## config.mk

```make
export PLATFORM = sky130hd
export DESIGN_NAME = sedsp_ctrl
export DESIGN_NICKNAME = d
export VERILOG_FILES = /design/src/sedsp_pkg.sv /design/src/sedsp_ctrl.sv
export SDC_FILE = /design/constraint.sdc
export NUM_CORES = 1
export LEC_CHECK = 0
export ABC_AREA = 1
export BUFFER_PORTS_ARGS = -buffer_cell sky130_fd_sc_hd__buf_2
export CORE_MARGIN = 2
export CORE_UTILIZATION = 51
export CTS_BUF_LIST = sky130_fd_sc_hd__clkbuf_8
export DETAILED_ROUTE_END_ITERATION = 16
export PLACE_DENSITY = 0.87
export SLEW_MARGIN = 25
export SYNTH_ARGS = -nofsm -noshare
export SYNTH_HDL_FRONTEND = slang
export SYNTH_SLANG_ARGS = --single-unit
```

## constraint.sdc

```tcl
create_clock -name i_clk -period 1.95 [get_ports i_clk]
set_input_delay 0.585 -clock i_clk [delete_from_list [all_inputs] [get_ports i_clk]]
set_output_delay 0.585 -clock i_clk [all_outputs]
set_load 0.05 [all_outputs]
```

## src/sedsp_pkg.sv

```systemverilog
// Shared types, constants and number-format helpers for the sound effect DSP sequencer.
// Used by sedsp_ctrl, sedsp_datapath and sound_effect_dsp_sequencer; depends on nothing.
package sedsp_pkg;

    // Storage sizes.
    localparam int PROGRAM_STEPS  = 128;
    localparam int WORK_MEM_WORDS = 65536;
    localparam int PS_AW          = $clog2(PROGRAM_STEPS);
    localparam int WM_AW          = $clog2(WORK_MEM_WORDS);
    localparam int COEF_WORDS     = 64;
    localparam int COEF_AW        = 6;
    localparam int TEMP_WORDS     = 128;
    localparam int TEMP_AW        = 7;
    localparam int RING_MIN_WORDS = 8 * 1024;

    // Configuration register indexes (bit 2 of the byte address).
    localparam logic REG_RING_SIZE = 1'b0;
    localparam logic REG_RING_BASE = 1'b1;

    typedef enum logic [3:0] {
        OP_PROG   = 4'd0,
        OP_COEF   = 4'd1,
        OP_ADDR   = 4'd2,
        OP_EXTIN  = 4'd3,
        OP_MEMWR  = 4'd4,
        OP_MIXADD = 4'd5,
        OP_START  = 4'd6,
        OP_RUN    = 4'd7,
        OP_RDEFF  = 4'd8,
        OP_RDMEM  = 4'd9
    } t_opcode;

    typedef enum logic [3:0] {
        ST_CLEAR,
        ST_IDLE,
        ST_OP,
        ST_RDOUT,
        ST_SCAN,
        ST_SCAN_END,
        ST_FETCH,
        ST_DECODE,
        ST_EXEC,
        ST_ACC,
        ST_FINISH
    } t_state;

    // Commands from the controller to the datapath.
    typedef struct packed {
        logic             clr_en;
        logic [WM_AW-1:0] clr_addr;
        logic             latch;
        logic             op_exec;
        logic             start_init;
        logic             rd_issue;
        logic             out_load;
        logic [PS_AW-1:0] prog_addr;
        logic             scan_rd;
        logic             dec;
        logic             exe;
        logic             acc;
        logic             fin;
        logic             mixclr;
    } t_cmd;

    // Status from the datapath to the controller.
    typedef struct packed {
        t_opcode        op;
        logic           halted;
        logic [PS_AW:0] last_step;
    } t_stat;

    typedef struct packed {
        logic [1:0] ring_size_code;
        logic [3:0] ring_base;
    } t_cfg;

    // Saturate a 27-bit signed value to 24 bits.
    function automatic logic [23:0] clamp24(input logic signed [26:0] v);
        if (v < -27'sd8388608) begin
            return 24'h800000;
        end else if (v > 27'sd8388607) begin
            return 24'h7fffff;
        end
        return v[23:0];
    endfunction

    // Pack a 24-bit sample into sign, 4-bit exponent and 11-bit mantissa.
    function automatic logic [15:0] pack_float(input logic [23:0] v);
        logic        sign;
        logic [23:0] t;
        logic [3:0]  e;
        logic        found;
        logic [23:0] vs;
        logic [10:0] mant;
        sign  = v[23];
        t     = v ^ {v[22:0], 1'b0};
        e     = 4'd12;
        found = 1'b0;
        for (int i = 0; i < 12; i++) begin
            if (!found && t[23-i]) begin
                e     = 4'(i);
                found = 1'b1;
            end
        end
        vs   = v << e;
        mant = (e == 4'd12) ? v[10:0] : vs[21:11];
        return {sign, e, mant};
    endfunction

    // Expand a packed word back to a 24-bit signed sample.
    function automatic logic [23:0] unpack_float(input logic [15:0] w);
        logic        sign;
        logic [3:0]  e;
        logic [23:0] u;
        sign = w[15];
        e    = w[14:11];
        u    = {2'b00, w[10:0], 11'd0};
        if (e > 4'd11) begin
            e     = 4'd11;
            u[22] = sign;
        end else begin
            u[22] = ~sign;
        end
        u[23] = sign;
        return 24'($signed(u) >>> e);
    endfunction

endpackage

```

## src/sedsp_ctrl.sv

```systemverilog
// Controller state machine: clearing pass, transaction dispatch, program scan and step phases.
// Depends on sedsp_pkg; drives sedsp_datapath through a command struct.
module sedsp_ctrl (
    input  logic             i_clk,
    input  logic             i_rst_n,
    input  logic             i_in_valid,
    output logic             o_in_ready,
    input  logic             i_out_ready,
    output logic             o_out_valid,
    input  sedsp_pkg::t_stat i_stat,
    output sedsp_pkg::t_cmd  o_cmd
);

    sedsp_pkg::t_state r_state, n_state;
    logic [sedsp_pkg::WM_AW-1:0] r_clr;
    logic [sedsp_pkg::PS_AW-1:0] r_step;
    logic [sedsp_pkg::PS_AW-1:0] r_scan;
    logic                        r_out_valid;
    logic                        w_out_free;
    logic                        w_last_step;

    assign w_out_free  = !r_out_valid || i_out_ready;
    assign w_last_step = ({1'b0, r_step} + 1'b1) == i_stat.last_step;

    // Next state.
    always_comb begin
        n_state = r_state;
        unique case (r_state)
            sedsp_pkg::ST_CLEAR: begin
                if (r_clr == '1) n_state = sedsp_pkg::ST_IDLE;
            end
            sedsp_pkg::ST_IDLE: begin
                if (i_in_valid) n_state = sedsp_pkg::ST_OP;
            end
            sedsp_pkg::ST_OP: begin
                unique case (i_stat.op) inside
                    sedsp_pkg::OP_START: n_state = sedsp_pkg::ST_SCAN;
                    sedsp_pkg::OP_RUN: begin
                        if (i_stat.halted) n_state = sedsp_pkg::ST_IDLE;
                        else if (i_stat.last_step == '0) n_state = sedsp_pkg::ST_FINISH;
                        else n_state = sedsp_pkg::ST_FETCH;
                    end
                    sedsp_pkg::OP_RDEFF, sedsp_pkg::OP_RDMEM: n_state = sedsp_pkg::ST_RDOUT;
                    default: n_state = sedsp_pkg::ST_IDLE;
                endcase
            end
            sedsp_pkg::ST_RDOUT: begin
                if (w_out_free) n_state = sedsp_pkg::ST_IDLE;
            end
            sedsp_pkg::ST_SCAN: begin
                if (r_scan == sedsp_pkg::PS_AW'(sedsp_pkg::PROGRAM_STEPS - 1)) begin
                    n_state = sedsp_pkg::ST_SCAN_END;
                end
            end
            sedsp_pkg::ST_SCAN_END: n_state = sedsp_pkg::ST_IDLE;
            sedsp_pkg::ST_FETCH:    n_state = sedsp_pkg::ST_DECODE;
            sedsp_pkg::ST_DECODE:   n_state = sedsp_pkg::ST_EXEC;
            sedsp_pkg::ST_EXEC:     n_state = sedsp_pkg::ST_ACC;
            sedsp_pkg::ST_ACC: begin
                n_state = w_last_step ? sedsp_pkg::ST_FINISH : sedsp_pkg::ST_FETCH;
            end
            sedsp_pkg::ST_FINISH:   n_state = sedsp_pkg::ST_IDLE;
            default:                n_state = sedsp_pkg::ST_IDLE;
        endcase
    end

    // Command outputs.
    always_comb begin
        o_cmd           = '0;
        o_cmd.clr_addr  = r_clr;
        o_cmd.prog_addr = (r_state == sedsp_pkg::ST_SCAN) ? r_scan : r_step;
        o_in_ready      = 1'b0;
        unique case (r_state)
            sedsp_pkg::ST_CLEAR: o_cmd.clr_en = 1'b1;
            sedsp_pkg::ST_IDLE: begin
                o_in_ready  = 1'b1;
                o_cmd.latch = i_in_valid;
            end
            sedsp_pkg::ST_OP: begin
                o_cmd.op_exec    = 1'b1;
                o_cmd.start_init = (i_stat.op == sedsp_pkg::OP_START);
                o_cmd.rd_issue   = (i_stat.op == sedsp_pkg::OP_RDMEM);
                o_cmd.mixclr     = (i_stat.op == sedsp_pkg::OP_RUN) && i_stat.halted;
            end
            sedsp_pkg::ST_RDOUT:    o_cmd.out_load = w_out_free;
            sedsp_pkg::ST_SCAN:     o_cmd.scan_rd  = 1'b1;
            sedsp_pkg::ST_SCAN_END: o_cmd.scan_rd  = 1'b0;
            sedsp_pkg::ST_FETCH:    o_cmd.dec      = 1'b0;
            sedsp_pkg::ST_DECODE:   o_cmd.dec      = 1'b1;
            sedsp_pkg::ST_EXEC:     o_cmd.exe      = 1'b1;
            sedsp_pkg::ST_ACC:      o_cmd.acc      = 1'b1;
            sedsp_pkg::ST_FINISH:   o_cmd.fin      = 1'b1;
            default:                o_cmd.fin      = 1'b0;
        endcase
    end

    // State, counters and output valid flag.
    always_ff @(posedge i_clk) begin
        if (!i_rst_n) begin
            r_state     <= sedsp_pkg::ST_CLEAR;
            r_clr       <= '0;
            r_step      <= '0;
            r_scan      <= '0;
            r_out_valid <= 1'b0;
        end else begin
            r_state <= n_state;
            if (r_state == sedsp_pkg::ST_CLEAR) r_clr <= r_clr + 1'b1;
            if (r_state == sedsp_pkg::ST_OP) begin
                r_step <= '0;
                r_scan <= '0;
            end
            if (r_state == sedsp_pkg::ST_SCAN) r_scan <= r_scan + 1'b1;
            if (r_state == sedsp_pkg::ST_ACC) r_step <= r_step + 1'b1;
            if (o_cmd.out_load) r_out_valid <= 1'b1;
            else if (i_out_ready) r_out_valid <= 1'b0;
        end
    end

    assign o_out_valid = r_out_valid;

    // A program step only executes while the program is started.
    a_exec_running: assert property (@(posedge i_clk) disable iff (!i_rst_n)
        o_cmd.exe |-> !i_stat.halted)
        else $error("step executed while halted");

    // The step being executed lies below the program end.
    a_step_bound: assert property (@(posedge i_clk) disable iff (!i_rst_n)
        o_cmd.exe |-> ({1'b0, r_step} < i_stat.last_step))
        else $error("step index beyond program end");

    // A result only appears after a read transaction.
    a_out_source: assert property (@(posedge i_clk) disable iff (!i_rst_n)
        $rose(r_out_valid) |-> $past(r_state) == sedsp_pkg::ST_RDOUT)
        else $error("result without read");

    // The end-of-program phase lasts a single cycle.
    a_finish_once: assert property (@(posedge i_clk) disable iff (!i_rst_n)
        r_state == sedsp_pkg::ST_FINISH |=> r_state == sedsp_pkg::ST_IDLE)
        else $error("finish phase did not return to idle");

endmodule

```

# Word level (Yosys, flattened, before mapping)
# Index checks and enable logic that the tools add are counted.
# totals
ff_bits	35
input_bits	17
output_inout_bits	37
word_cells	65
# op_classes
add_sub_neg	4
eq_ne	20
n_mux	26
n_reduce_logical	10
# op_table
op	count
case mux 4 bit (9 select lines)	1
2-to-1 mux 4 bit	7
2-to-1 mux 7 bit	4
equality test 4 x 3 -> 1 bit, second input constant	5
equality test 4 bit, second input constant	5
adder 16 x 1 -> 16 bit, second input constant	1
equality test 16 bit, second input constant	1
adder 7 x 1 -> 7 bit, second input constant	2
2-to-1 mux 1 bit	12
case mux 4 bit (3 select lines)	1
adder 7 x 1 -> 8 bit, second input constant	1
equality test 4 x 2 -> 1 bit, second input constant	2
equality test 8 bit	1
logical NOT 8 bit	1
inequality test 2 bit, second input constant	4
equality test 7 bit, second input constant	1
nonzero test 2 bit	3
equality test 4 x 1 -> 1 bit, second input constant	1
logical NOT 4 bit	1
AND reduction 4 bit	1
2-to-1 mux 3 bit	1
OR reduction 2 bit	1
logical AND 1 bit	1
logical NOT 1 bit	1
logical OR 1 bit	1

# Depth between registers and ports, before layout
# Gate-level depths: netlist (run 1).
# logic_depth
depth_word	5
ltp_mapped	12
ltp_nobuf	12

# Worst setup path after synthesis (run 1)
# Ideal clock, no wire load.
# synth_path
path_type	flip-flop to output port
from	register r_state[3]
to	output o_cmd[10] (netlist bit)
arrival_ns	2.198
setup_slack_ns	-0.833
stages_incl_launch_ff	6
path_buffers	1
path_cell_list	dfxtp_1 > inv_1 > nand2_1 > nor2_4 > clkbuf_1 > o21ai_0
# synth_rtl
element	line_no	source
start: declaration	sedsp_ctrl.sv:14	sedsp_pkg::t_state r_state, n_state;
start signal: assignment	sedsp_ctrl.sv:100	r_state <= sedsp_pkg::ST_CLEAR;
start signal: assignment	sedsp_ctrl.sv:106	r_state <= n_state;
end: declaration	sedsp_ctrl.sv:11	output sedsp_pkg::t_cmd o_cmd

==> summary.txt, run 1 <==
Worst setup path
  – Crit-path leading delay family: buffers and inverters
  – CP Max Fanout: 6
  – Arrival time worst endpoint: approximately 1.6 ns
  – R2R setup slack: 0.10 ns
  – RR Startpoint: r_step[1]
  – CP cell instances: nor2_4, inv_2, nor2_4, clkbuf_16, buf_6, o21ai_4, buf_6
  – Worst Reg-to-Reg Cells: 9
  – Slowest stage cell, crit path: dfxtp_4
  – CP Capture Type: output port
  – Buf/Inv on CP: 4
  – Worst Setup SP: r_state[0]
  – Crit-path max cell delay: 0.36 ns
  – Critical Path Sink: o_cmd[10]
  – Worst r2r dst: r_state[3]
  – Crit Path Class: register to output port
  – Crit start category: register
  – Critical Path Stages: 7
  – Required time of the critical path: 1.36 ns

Logic synthesis
  – Flops & latches, synth: 35
  – Syn. warnings: 0
  – Synth Area in Compound Gates: 15.14%
  – Library cells used by synthesis: 31
  – Synthesized area: 2132 um^2
  – Main combinational cell family by area after synthesis: simple AND/OR/NAND/NOR gates
  – Sequential-to-total area share from yosys stat: between 30% and 40%
  – Synth Area in Adders: between 1.5 and 2%
  – Post-synthesis mux area share: 0%
  – Cells after synthesis: 338
  – Simple-gate share of the synthesized area: 38.03%
  – Syn Area/Cell: between 6 and 7 um^2
  – Synthesized net count: 358
  – Xor and xnor area share after synthesis: 1.643%

Timing
  – Tcrit/Tclk final: 110.1%
  – Hold WS: 0.4702 ns
  – Worst Max-Slew Pin Slew: between 0.6 and 0.7 ns
  – Fin crit period: 2.147 ns
  – Worst Slack Setup Final: -0.1968 ns
  – Fin. Hold Viols: 0
  – Final setup skew: 0.008537 ns
  – RSZ-0062 raised after global routing: true
  – Setup violators final: 14
  – Relative slew margins: 59.20%
  – Pins Over Slew Limit: 0
  – Highest clock rate: 465.8 MHz

Worst hold path
  – Hold WC Path Type: register to register

GRT
  – Largest net degree at the start of global routing: 17
  – Vias in the first global route: roughly 2300
  – GRT Residual Overflow: 0
  – First-pass GRT wire length: approximately 10 mm
  – Initial antenna violation count: 0
  – Total GRT Usage: 27.57%

Floorplanning
  – Die H: 68.66 um
  – Die X: 68.66 um
  – Die area: 4714 um^2
  – Initial Util: 53.30%
  – Core area: 4000 um^2
  – # rows: 23
  – I/O Pins: 54

Place
  – HPWL Detailed: 4.083 mm
  – Port-buffer cells: 53
  – Placed Cells: 444
  – Gpl congestion: 0.8444

Drt
  – Wirelength per Cell: 16.02 um
  – Routed WL: 7.467 mm
  – Via count: 2699
  – Via-to-Cell Ratio: 5.792
  – 1st-iter DRT viols: roughly 280
  – DRT antenna net count: 0
  – TritonRoute pass-1 iters: 5
  – DRC Markers: 0

CTS
  – CTS Sinks: 35
  – CTS buffer count: 5
  – CTS tree: built
  – H-tree depth: 2
  – Max Root-Sink Buffers: 2
  – Reg clk slew, reported paths: roughly 0.070 ns
  – Worst-Skew Late Latency: 0.30 ns
  – CTS Root Cell: clkbuf_8

Status
  – Status: complete, but fails checks
  – Failing checks: negative setup slack

Layout
  – Finished Layout Cells: 466
  – Syn-to-layout area delta: 46.30%
  – Nets: 435
  – N_diodes: 0
  – Layout cell share with drive strength beyond 1: 34.13%

Power and ir drop
  – Static leakage: approximately 0.0014 uW
  – PD cells: 441.4 nW/um^2
  – Maximum VDD drop: approximately 0.42 mV

Run
  – Max-cap check violation count: 0
-- per-layer routing --
metal	vias to the layer above	part of all wire, %	track usage (%)
met2	160	49	48.44
met5	-	0	0
li1	1248	-	-
met3	40	7.5	6.981
met1	1251	38	31.70
met4	0	4.7	11.00
-- state kept, by name, summed over array words and instances, names as in the netlist --
| register | flops |
|---|---|
| r_clr | 16 |
| r_state | 4 |
| r_step | 7 |
| o_out_valid | 1 |
| r_scan | 7 |
-- layout make-up --
class	instances	area, um^2
Clock inverter	3	16.27
Tap cell	50	62.56
Timing Repair Buffer	77	626.9
Sequential cell	35	715.7
Fill cell	250	880.8
Multi-Input combinational cell	244	1421
Inverter	52	207.7
Clock buffer	5	68.82
-- cells in the mapped netlist --
cell      instances  area [um^2]
o21ai_0          16        80.08
xor2_1            2        17.52
a221oi_1          2        17.52
nand3b_1          2        15.01
a211oi_1          3        22.52
o21ba_2           1        10.01
inv_1            50        187.7
o21bai_1          1        7.510
clkbuf_1          4        15.01
nand3_1          27        135.1
nand2_1          78        292.8
nor3_1            8        40.04
and3_1            1        6.260
dfxtp_1          35        700.7
nor2_4            5        56.30
a21oi_1          30        150.1
nand4_1           6        37.54
o221a_2           1        11.26
nand3_2           1        10.01
nor2_1           42        157.7
buf_2             3        15.01
xnor2_1           2        17.52
nor3_2            1        10.01
inv_2             2        7.510
ha_1              3        37.54
nand2_2           3        18.77
nor4_1            1        6.260
o21ai_1           2        10.01
a31oi_1           1        6.260
a21o_1            1        7.510
nor2_2            4        25.02
-- cell families (layout without fill, tap and decap cells) --
logic type | count (synthesis) | after routing
AND/OR/NAND/NOR | 179 | 179
XOR/XNOR | 4 | 4
flip-flops | 35 | 35
adder cells (fa/ha/maj) | 3 | 3
buffers and inverters | 59 | 137
AO/OA/AOI/OAI | 58 | 58
-- metrics by stage --
| stage | area (um^2) | TNS, ns | power (uW) | setup slack (ns) | util [%] |
|---|---|---|---|---|---|
| after floorplan | 2243 | -0.3765 | 801.3 | -0.1420 | - |
| after global placement | 2619 | -0.01916 | 839.3 | -0.01568 | 65.47 |
| after detailed placement | 2619 | -0.08525 | 842.6 | -0.04467 | 65.47 |
| after CTS | 2888 | -0.9637 | 1354 | -0.1198 | 72.19 |
| after global routing | 3119 | -2.445 | 1403 | -0.2426 | 77.98 |
| final | 3119 | -1.703 | 1377 | -0.1968 | 77.98 |
-- timing repair --
action	CTS	global route
cloned	1	1
setup endpoints to repair	17	21
resized for setup	40	50
setup buffers	6	7
hold buffers	0	0
endpoints found under the hold margin	0	0
pin swaps	3	8
-- worst min-delay path by stage --
stage / start / endpoint / slack, ns / cells after the start
2_1_floorplan: r_step[6] / r_step[6] / 0.45 / 2
3_3_place_gp: r_clr[14] / r_clr[14] / 0.45 / 2
3_5_place_dp: r_clr[14] / r_clr[14] / 0.46 / 2
4_1_cts: r_clr[14] / r_clr[14] / 0.47 / 2
5_1_grt: r_clr[14] / r_clr[14] / 0.49 / 2
6_report: r_clr[14] / r_clr[14] / 0.47 / 2
-- tightest hold or removal path, cell delays in order (launching register included) --
cell	delay (ns)
dfxtp_1	0.33
inv_1	0.05
a21oi_1	0.05
-- placed cells by master (no fill, tap or decap), types with 2 or more instances in the layout --
master and count:
nand2_4 4, o21ai_1 2, clkbuf_16 2, o21ai_0 11, nand2_2 7, nand3b_1 2
inv_1 44, inv_2 6, nor3_2 3, nand3_1 27, buf_4 19, a21oi_1 30
buf_6 17, nor2_2 4, a211oi_1 3, ha_1 2, clkbuf_8 5, dfxtp_1 31
nor3_1 4, xnor2_1 2, buf_2 34, nor3_4 2, nand4_1 6, nor2_4 14
nand2_1 70, a221oi_1 2, inv_4 2, nor2_1 33, buf_8 3, dfxtp_4 4
xor2_1 2, o21ai_4 5
-- report_power, final --
part	switching, uW	internal (uW)	total [uW]
combinational	71.3	36.2	107
clock	304	245	549
sequential	6.49	714	720
total	382	995	1380
Power figures use the tool's default switching activity.
==> run 2, diff against run 1 <==
--- a/config.mk
+++ b/config.mk
@@ -8,10 +8,10 @@
 export ABC_AREA = 1
 export BUFFER_PORTS_ARGS = -buffer_cell sky130_fd_sc_hd__buf_2
 export CORE_MARGIN = 2
-export CORE_UTILIZATION = 51
+export CORE_UTILIZATION = 55
 export CTS_BUF_LIST = sky130_fd_sc_hd__clkbuf_8
 export DETAILED_ROUTE_END_ITERATION = 16
-export PLACE_DENSITY = 0.87
+export PLACE_DENSITY = 0.92
 export SLEW_MARGIN = 25
 export SYNTH_ARGS = -nofsm -noshare
 export SYNTH_HDL_FRONTEND = slang
==> run 2 against run 1 <==
Effect of this change:
- the run still ends with negative setup slack left
- power down 1.6%
- global-route usage grew 4.3 points
- setup slack gained 0.018 ns
- first-iteration DRC count is 18% lower
- highest routed layer unchanged
- routed wire length down 7.2%
- via count fell by 2.9%
- register-to-register slack worse by 0.09 ns
- flip-flop and latch count is the same
==> summary.txt, run 2 (synthesized netlist as in run 1, its figures left out) <==
Status
  – Status: complete, but fails checks (unchanged)
  – Failing checks: negative setup slack (unchanged)

Floorplanning
  – # rows: 22 (was 23)
  – Initial Util: 57.80% (was 53.30%)
  – I/O Pins: 54 (unchanged)
  – Die H: 66.26 um (was 68.66 um)
  – Die area: 4390 um^2 (was 4714 um^2)
  – Die X: 66.26 um (was 68.66 um)
  – Core area: 3689 um^2 (was 4000 um^2)

Worst setup path
  – Crit-path leading delay family: simple AND/OR/NAND/NOR gates (was buffers and inverters)
  – CP Capture Type: output port (unchanged)
  – CP Max Fanout: 7 (was 6)
  – CP most frequent cell: nor2_4
  – Crit start category: register (unchanged)
  – Crit-path max cell delay: 0.37 ns (was 0.36 ns)
  – Slowest stage cell, crit path: dfxtp_4 (unchanged)
  – Buf/Inv on CP: 4 (unchanged)
  – Required time of the critical path: 1.36 ns (about the same)
  – Arrival time worst endpoint: 1.54 ns (was 1.56 ns)
  – CP cell instances: nor2_4, inv_2, nor2_4, buf_12, inv_8, nor2_4, nor2_2, buf_6 (was nor2_4, inv_2, nor2_4, clkbuf_16, buf_6, o21ai_4, buf_6)
  – Crit Path Class: register to output port (unchanged)

Drt
  – Via-to-Cell Ratio: 5.685 (was 5.792)
  – Wirelength per Cell: 15.03 um (was 16.02 um)
  – DRT antenna net count: 0 (unchanged)
  – DRC Markers: 0 (unchanged)
  – Via count: 2621 (was 2699)
  – TritonRoute pass-1 iters: 5 (unchanged)
  – 1st-iter DRT viols: 228 (was 278)
  – Routed WL: 6.931 mm (was 7.467 mm)

GRT
  – First-pass GRT wire length: 10.76 mm (was 9.846 mm)
  – Total GRT Usage: 31.89% (was 27.57%)
  – GRT Residual Overflow: 0 (unchanged)
  – Largest net degree at the start of global routing: 17 (unchanged)
  – Initial antenna violation count: 0 (unchanged)
  – Vias in the first global route: 2369 (was 2345)

Place
  – Gpl congestion: 0.8839 (was 0.8444)
  – Port-buffer cells: 53 (unchanged)
  – Post-placement setup slack: -0.08165 ns (was -0.04467 ns)
  – HPWL Detailed: 4.279 mm (was 4.083 mm)
  – Placed Cells: 443 (was 444)

Run
  – Max-cap check violation count: 0 (unchanged)

CTS
  – CTS Sinks: 35 (unchanged)
  – H-tree depth: 2 (unchanged)
  – Max Root-Sink Buffers: 2 (unchanged)
  – CTS Root Cell: clkbuf_8 (unchanged)
  – Worst-Skew Late Latency: 0.30 ns (about the same)
  – CTS tree: built (unchanged)
  – CTS hold repair buffers: 0 (unchanged)
  – Reg clk slew, reported paths: 0.08 ns (was 0.07 ns)
  – CTS buffer count: 5 (unchanged)

Layout
  – Fill count: 239 (was 250)
  – Most frequent cells in the layout: nand2_1, inv_1, nor2_1, buf_2, dfxtp_1 (was nand2_1, inv_1, buf_2, nor2_1, dfxtp_1)
  – Syn-to-layout area delta: 42.49% (was 46.30%)
  – Max FFs per register: 16 (unchanged)
  – N_diodes: 0 (unchanged)
  – Area of the multi-input gates: 1399 um^2 (was 1421 um^2)
  – Nets: 432 (was 435)
  – Commonest non-fill, non-tap cell in the layout: nand2_1 (unchanged)
  – Finished Layout Cells: 461 (was 466)
  – Most flop-heavy register: r_clr (unchanged)
  – Seq. cell area: 710.7 um^2 (was 715.7 um^2)
  – Layout cell share with drive strength beyond 1: 33.41% (was 34.13%)
  – Biggest regs: r_clr: 16 flops, r_scan: 7 flops, r_step: 7 flops (unchanged)

Timing
  – RSZ-0062 raised after global routing: true (unchanged)
  – Fin crit period: 2.129 ns (was 2.147 ns)
  – Pins Over Slew Limit: 0 (unchanged)
  – Highest clock rate: 469.8 MHz (was 465.8 MHz)
  – Final setup skew: 0.006919 ns (was 0.008537 ns)
  – Fin. Hold Viols: 0 (unchanged)
  – Relative slew margins: 64.09% (was 59.20%)
  – Worst Max-Slew Pin Slew: 0.5380 ns (was 0.6113 ns)
  – Worst Slack Setup Final: -0.1787 ns (was -0.1968 ns)
  – Setup violators final: 12 (was 14)
  – Tcrit/Tclk final: 109.2% (was 110.1%)

Power and ir drop
  – Sw power: 358.7 uW (was 381.9 uW)
  – Internal power: 996.8 uW (was 995.0 uW)
  – Maximum VDD drop: 0.5484 mV (was 0.4206 mV)
  – Sw frac: 26.46% (was 27.74%)
  – Clock Power Share: 38.7% (was 39.9%)
  – PD cells: 446.2 nW/um^2 (was 441.4 nW/um^2)
  – Reg power frac: 53.4% (was 52.3%)
  – Combinational share of power: 7.8% (about the same)
  – Static leakage: 0.001328 uW (was 0.001396 uW)

Worst hold path
  – Hold WC Path Type: register to register (unchanged)
## run 2: cell count changes in the layout (fill, tap and decap cells not counted), sizes merged
cell	previous run	this run
buf	74	72
clkbuf	8	7
## run 2: final timing paths
kind	from	end	slack [ns]	depth (start not counted)
worst max-delay path	r_state[0]	o_cmd[6]	-0.18	8
worst min-delay path	r_clr[14]	r_clr[14]	0.47	2
worst max register to register	r_step[1]	r_state[2]	0.01	10
worst min register to register	r_clr[14]	r_clr[14]	0.47	2
## run 2: repair_timing
item                                   in CTS  in global routing
gates resized for setup                    47                 31
endpoints found under the hold margin       0                  0
setup endpoints to repair                  18                 20
buffers inserted                            4                  5
gates cloned                                0                  1
pin swaps                                   5                  8
## run 2: worst reg2reg max path: stages, from the launching register on
cell      delay (ns)
dfxtp_1         0.42
ha_2            0.28
nand3_1         0.17
o21bai_2        0.22
nand2_1         0.07
nand2_1         0.06
nand2_1         0.05
nor2_1          0.21
nand3_1         0.16
nand2_1         0.11
a21oi_1         0.07
## run 2: layout make-up
| type | count | share of cell area (%) |
|---|---|---|
| clock buffers | 5 | 2.265 |
| inverters | 52 | 6.837 |
| multi-input cells | 244 | 46.05 |
| repair buffers | 74 | 18.95 |
| clock inverters | 3 | 0.5354 |
| well taps | 48 | 1.977 |
| flip-flops and latches | 35 | 23.39 |
## run 2: routing by layer
metal | wire (um) | GRT usage, % | up-vias
met5 | 0 | 0 | -
met4 | 350 | 14.03 | 0
met3 | 494 | 5.963 | 44
met2 | 3400 | 54.25 | 149
met1 | 2685 | 38.87 | 1188
li1 | - | - | 1240
## run 2: power groups by stage
stage / Sequential, uW / Combinational [uW] / Clock (uW)
after floorplan: 760 / 41.0 / 0
after global placement: 742 / 95.5 / 0
after detailed placement: 742 / 99.2 / 0
after CTS: 724 / 102 / 528
after global routing: 725 / 116 / 562
final: 724 / 106 / 525
## run 2: metrics by stage
stage	total power, uW	cell area (um^2)	hold WS, ns	util (%)	TNS, ns
CTS	1354	2875	0.4703	77.95	-0.5605
detailed placement	841.6	2611	0.4530	70.79	-0.1370
global placement	837.3	2611	0.4526	70.79	-0.01808
floorplan	801.3	2243	0.4505	-	-0.3765
finish	1355	3038	0.4741	82.36	-1.223
global route	1403	3038	0.5008	82.36	-1.909
==> run 3, diff against run 2 <==
--- a/config.mk
+++ b/config.mk
@@ -5,7 +5,6 @@
 export SDC_FILE = /design/constraint.sdc
 export NUM_CORES = 1
 export LEC_CHECK = 0
-export ABC_AREA = 1
 export BUFFER_PORTS_ARGS = -buffer_cell sky130_fd_sc_hd__buf_2
 export CORE_MARGIN = 2
 export CORE_UTILIZATION = 55
==> run 3 against run 2 <==
Effect of this change:
- the run now fails in 4_1_cts
- synthesized cell count fell by 14%
- area after synthesis increased by 3.2%
==> summary.txt, run 3 <==
Logic synthesis
  – Post-synth top area share: 31.85% (was 32.86%)
  – Cell accounting for the most synthesized area: dfxtp_1 (unchanged)
  – Library cells used by synthesis: 48 (was 31)
  – Synth area leaders: dfxtp_1, nand2_1, xnor2_1 (was dfxtp_1, nand2_1, inv_1)
  – Top cells by count, synth: nand2_1, dfxtp_1, and2_1, nor2_1, o21ai_0 (was nand2_1, inv_1, nor2_1)
  – Post-synth EDFFs: 0 (unchanged)
  – Sequential-to-total area share from yosys stat: 31.85% (was 32.86%)
  – Async set-reset flop share out of synthesis: 0% (unchanged)
  – Most numerous cell in the Yosys netlist: nand2_1 (unchanged)
  – Synth Flop Type: dfxtp_1 (unchanged)
  – Cells after synthesis: 290 (was 338)
  – Flops & latches, synth: 35 (unchanged)
  – Synthesized area: 2200 um^2 (was 2132 um^2)
  – Syn Area/Cell: 7.585 um^2 (was 6.308 um^2)
  – Syn. warnings: 0 (unchanged)
  – Synthesized net count: 310 (was 358)

Floorplanning
  – I/O Pins: 54 (unchanged)
  – Die X: 67.24 um (was 66.26 um)
  – Die H: 67.24 um (was 66.26 um)
  – Initial Util: 58.76% (was 57.80%)
  – # rows: 22 (unchanged)

Status
  – Run Error: [ERROR DPL-0038] Utilization greater than 100%, impossible to legalize
  – Status: did not finish (was complete, but fails checks)
  – Last stage: 4_1_cts

CTS
  – CTS Root Cell: clkbuf_8 (unchanged)
  – Cts repair resizes: 113 (was 47)
  – CTS buffer count: 5 (unchanged)
  – CTS Sinks: 35 (unchanged)
  – Post-CTS Setup Bufs: 18 (was 4)
  – H-tree depth: 2 (unchanged)
  – Max Root-Sink Buffers: 2 (unchanged)
  – CTS hold repair buffers: 0 (unchanged)

Place
  – HPWL Detailed: 4.781 mm (was 4.279 mm)
  – Gpl congestion: 0.8760 (was 0.8839)
  – Port-buffer cells: 53 (unchanged)
  – Post-placement setup slack: -0.1840 ns (was -0.08165 ns)
-- run 3: cell count changes after synthesis, sizes merged, moves of 7 or more --
| cell | change |
|---|---|
| nand3 | -16 |
| and2 | +16 |
| a21oi | -18 |
| xnor2 | +13 |
| inv | -45 |
| nor2b | +7 |
| nor2 | -35 |
| nand2 | -36 |
| a21boi | +12 |
| clkbuf | +10 |
-- run 3: stage by stage --
stage,instances,util (%),area (um^2)
2_1_floorplan,290,-,2618
3_5_place_dp,419,84.22,3153
3_3_place_gp,419,84.22,3153
-- run 3: cells by family after synthesis --
group,count (synthesis),synth area share (%)
adders and majority gates,3,1.707
buffers and inverters,26,4.949
xor gates and xnor gates,22,8.760
and+or+nand+nor,146,35.55
muxes,1,0.4551
DFF,35,31.85
AOI/OAI and AO/OA,57,16.72
==> run 4, diff against run 3 <==
--- a/config.mk
+++ b/config.mk
@@ -7,10 +7,9 @@
 export LEC_CHECK = 0
 export BUFFER_PORTS_ARGS = -buffer_cell sky130_fd_sc_hd__buf_2
 export CORE_MARGIN = 2
-export CORE_UTILIZATION = 55
-export CTS_BUF_LIST = sky130_fd_sc_hd__clkbuf_8
+export CORE_UTILIZATION = 40
 export DETAILED_ROUTE_END_ITERATION = 16
-export PLACE_DENSITY = 0.92
+export PLACE_DENSITY_LB_ADDON = 0.15
 export SLEW_MARGIN = 25
 export SYNTH_ARGS = -nofsm -noshare
 export SYNTH_HDL_FRONTEND = slang
==> run 4 against run 3 <==
Effect of this change:
- synthesized cell count is the same
- the flow now finishes, with violations (negative setup slack)
- area after synthesis did not move
==> summary.txt, run 4 <==
CTS
  – Worst-Skew Late Latency: 0.31 ns
  – CTS Root Cell: clkbuf_8 (unchanged)
  – Reg clk slew, reported paths: approximately 0.080 ns
  – CTS tree: built
  – CTS Sinks: 35 (unchanged)
  – H-tree depth: 2 (unchanged)
  – CTS buffer count: 5 (unchanged)
  – Max Root-Sink Buffers: 2 (unchanged)
  – CTS hold repair buffers: 0 (unchanged)

Logic synthesis
  – Cell accounting for the most synthesized area: dfxtp_1 (unchanged)
  – Top cells by count, synth: nand2_1, dfxtp_1, and2_1, nor2_1, o21ai_0 (unchanged)
  – Async set-reset flop share out of synthesis: 0% (unchanged)
  – Synth area leaders: dfxtp_1, nand2_1, xnor2_1 (unchanged)
  – Flops & latches, synth: 35 (unchanged)
  – Library cells used by synthesis: 48 (unchanged)
  – Synthesized area: 2200 um^2 (unchanged)
  – Cells after synthesis: 290 (unchanged)
  – Syn. warnings: 0 (unchanged)
  – Synthesized net count: 310 (unchanged)
  – Post-synth top area share: 31.85% (unchanged)
  – Sequential-to-total area share from yosys stat: 31.85% (unchanged)
  – Most numerous cell in the Yosys netlist: nand2_1 (unchanged)
  – Syn Area/Cell: 7.585 um^2 (unchanged)
  – Synth Flop Type: dfxtp_1 (unchanged)
  – Post-synth EDFFs: 0 (unchanged)

Floorplanning
  – Core area: 5205 um^2
  – # rows: 26 (was 22)
  – Die X: 78.16 um (was 67.24 um)
  – Die H: 78.16 um (was 67.24 um)
  – I/O Pins: 54 (unchanged)
  – Initial Util: 42.26% (was 58.76%)
  – Die area: 6108 um^2

Timing
  – Worst Slack Setup Final: -0.4076 ns
  – Fin crit period: 2.358 ns
  – Tcrit/Tclk final: 120.9%
  – Relative slew margins: 69.46%
  – Highest clock rate: 424.2 MHz
  – Worst Max-Slew Pin Slew: 0.4523 ns
  – Final setup skew: 0.01258 ns
  – Fin. Hold Viols: 0
  – Setup violators final: 29
  – Pins Over Slew Limit: 0
  – RSZ-0062 raised after global routing: true

GRT
  – First-pass GRT wire length: between 10 and 15 mm
  – Largest net degree at the start of global routing: 19
  – Total GRT Usage: about 22%
  – Vias in the first global route: 2382
  – Initial antenna violation count: 0
  – GRT Residual Overflow: 0

Drt
  – TritonRoute pass-1 iters: 4
  – Routed WL: 7.176 mm
  – 1st-iter DRT viols: 120
  – DRT antenna net count: 0
  – Via-to-Cell Ratio: 5.447
  – DRC Markers: 0
  – Via count: 2571
  – Wirelength per Cell: 15.20 um

Layout
  – Commonest non-fill, non-tap cell in the layout: buf_4
  – Nets: 421
  – Final instance area: 3960 um^2
  – Most frequent cells in the layout: buf_4, buf_2, dfxtp_1, buf_6, nand2_1
  – Syn-to-layout area delta: 80.03%
  – Most flop-heavy register: r_clr
  – N_diodes: 0
  – Layout cell share with drive strength beyond 1: 50.75%
  – Max FFs per register: 16
  – Finished Layout Cells: about 470
  – Biggest regs: r_clr: 16 flops, r_scan: 7 flops, r_step: 7 flops

Power and ir drop
  – Maximum VDD drop: 0.3520 mV
  – Static leakage: 0.001624 uW
  – PD cells: 391.0 nW/um^2
  – Power, Total: 1548 uW

Place
  – Port-buffer cells: 53 (unchanged)
  – Placement Cell Area: 3211 um^2 (was 3153 um^2)
  – HPWL Detailed: 4.397 mm (was 4.781 mm)
  – Placed Cells: 445 (was 419)
  – Gpl congestion: 0.9080 (was 0.8760)

Worst setup path
  – Crit Path Class: register to output port
  – Slowest stage cell, crit path: or4b_4
  – Crit start category: register
  – Arrival time worst endpoint: 1.77 ns
  – Required time of the critical path: 1.36 ns
  – CP Max Fanout: 8
  – Crit-path leading delay family: simple AND/OR/NAND/NOR gates
  – CP cell instances: or4b_4, buf_12, nand2_4, nand2_8, buf_6
  – Buf/Inv on CP: 2
  – CP Capture Type: output port
  – Crit-path max cell delay: roughly 0.65 ns

Worst hold path
  – Hold WC Path Type: register to register

Run
  – Max-cap check violation count: 0

Status
  – Failing checks: negative setup slack
  – Status: complete, but fails checks (was did not finish)
==> run 4: worst reg2reg max path, delay by kind of cell, from the launching register on <==
family / cells / cell delay [ns]
and+or+nand+nor: 4 / 1.23
buffers and inverters: 4 / 0.41
DFF: 1 / 0.33
AOI/OAI and AO/OA: 1 / 0.12
==> run 4: cells by family (layout without fill, tap and decap cells) <==
kind of cell	count (synthesis)	in the layout	synth area share (%)
and+or+nand+nor	146	146	35.55
xor gates and xnor gates	22	22	8.760
adders and majority gates	3	3	1.707
muxes	1	1	0.4551
buffers and inverters	26	138	4.949
AOI/OAI and AO/OA	57	57	16.72
DFF	35	35	31.85
==> run 4: metrics by stage <==
step	utilization (%)	hold slack, ns	setup WS [ns]	setup TNS [ns]
2_1_floorplan	-	0.5181	-0.2447	-1.932
3_3_place_gp	61.68	0.4925	-0.1646	-2.171
3_5_place_dp	61.68	0.4940	-0.1702	-2.430
4_1_cts	72.45	0.5126	-0.4155	-6.372
5_1_grt	76.08	0.5517	-0.4446	-8.777
6_report	76.08	0.5198	-0.4076	-7.141
==> run 4: area by class of cell <==
cell class	instances	area [um^2]
flip-flops and latches	35	711.9
well taps	70	87.58
fillers	362	1245
repair buffers	121	1059
clock inverters	3	47.55
repair inverters	1	8.758
multi-input cells	229	1912
inverters	8	65.06
clock buffers	5	68.82
==> run 4: final timing paths <==
check	from	to	slack (ns)	depth (start not counted)
worst max register to register	r_state[0]	r_clr[14]	-0.20	9
worst min-delay path	r_clr[12]	r_clr[12]	0.52	2
worst min register to register	r_clr[12]	r_clr[12]	0.52	2
worst max-delay path	r_state[1]	o_cmd[6]	-0.41	5
==> run 4: repair_timing <==
| action | CTS | global route |
|---|---|---|
| endpoints found under the setup margin | 29 | 40 |
| hold endpoints to repair | 0 | 0 |
| pin swaps | 21 | 18 |
| cloned | 0 | 1 |
| buffers inserted | 10 | 12 |
| gates resized for setup | 103 | 35 |
==> run 4: metal layers <==
layer / routed length [um] / share of wire (%) / vias up / global-route usage (%)
met2: 3632 / 51 / 80 / 38.28
met1: 3059 / 43 / 1223 / 27.27
met4: 194 / 2.7 / 0 / 6.667
met5: 0 / 0 / - / 0
li1: - / - / 1243 / -
met3: 290 / 4.0 / 25 / 5.517
==> run 4: power breakdown <==
part           total [uW]  switching, uW  internal (uW)
Combinational         123           71.1           51.4
Clock                 698            310            388
Sequential            728           7.78            720
Total                1550            389           1160
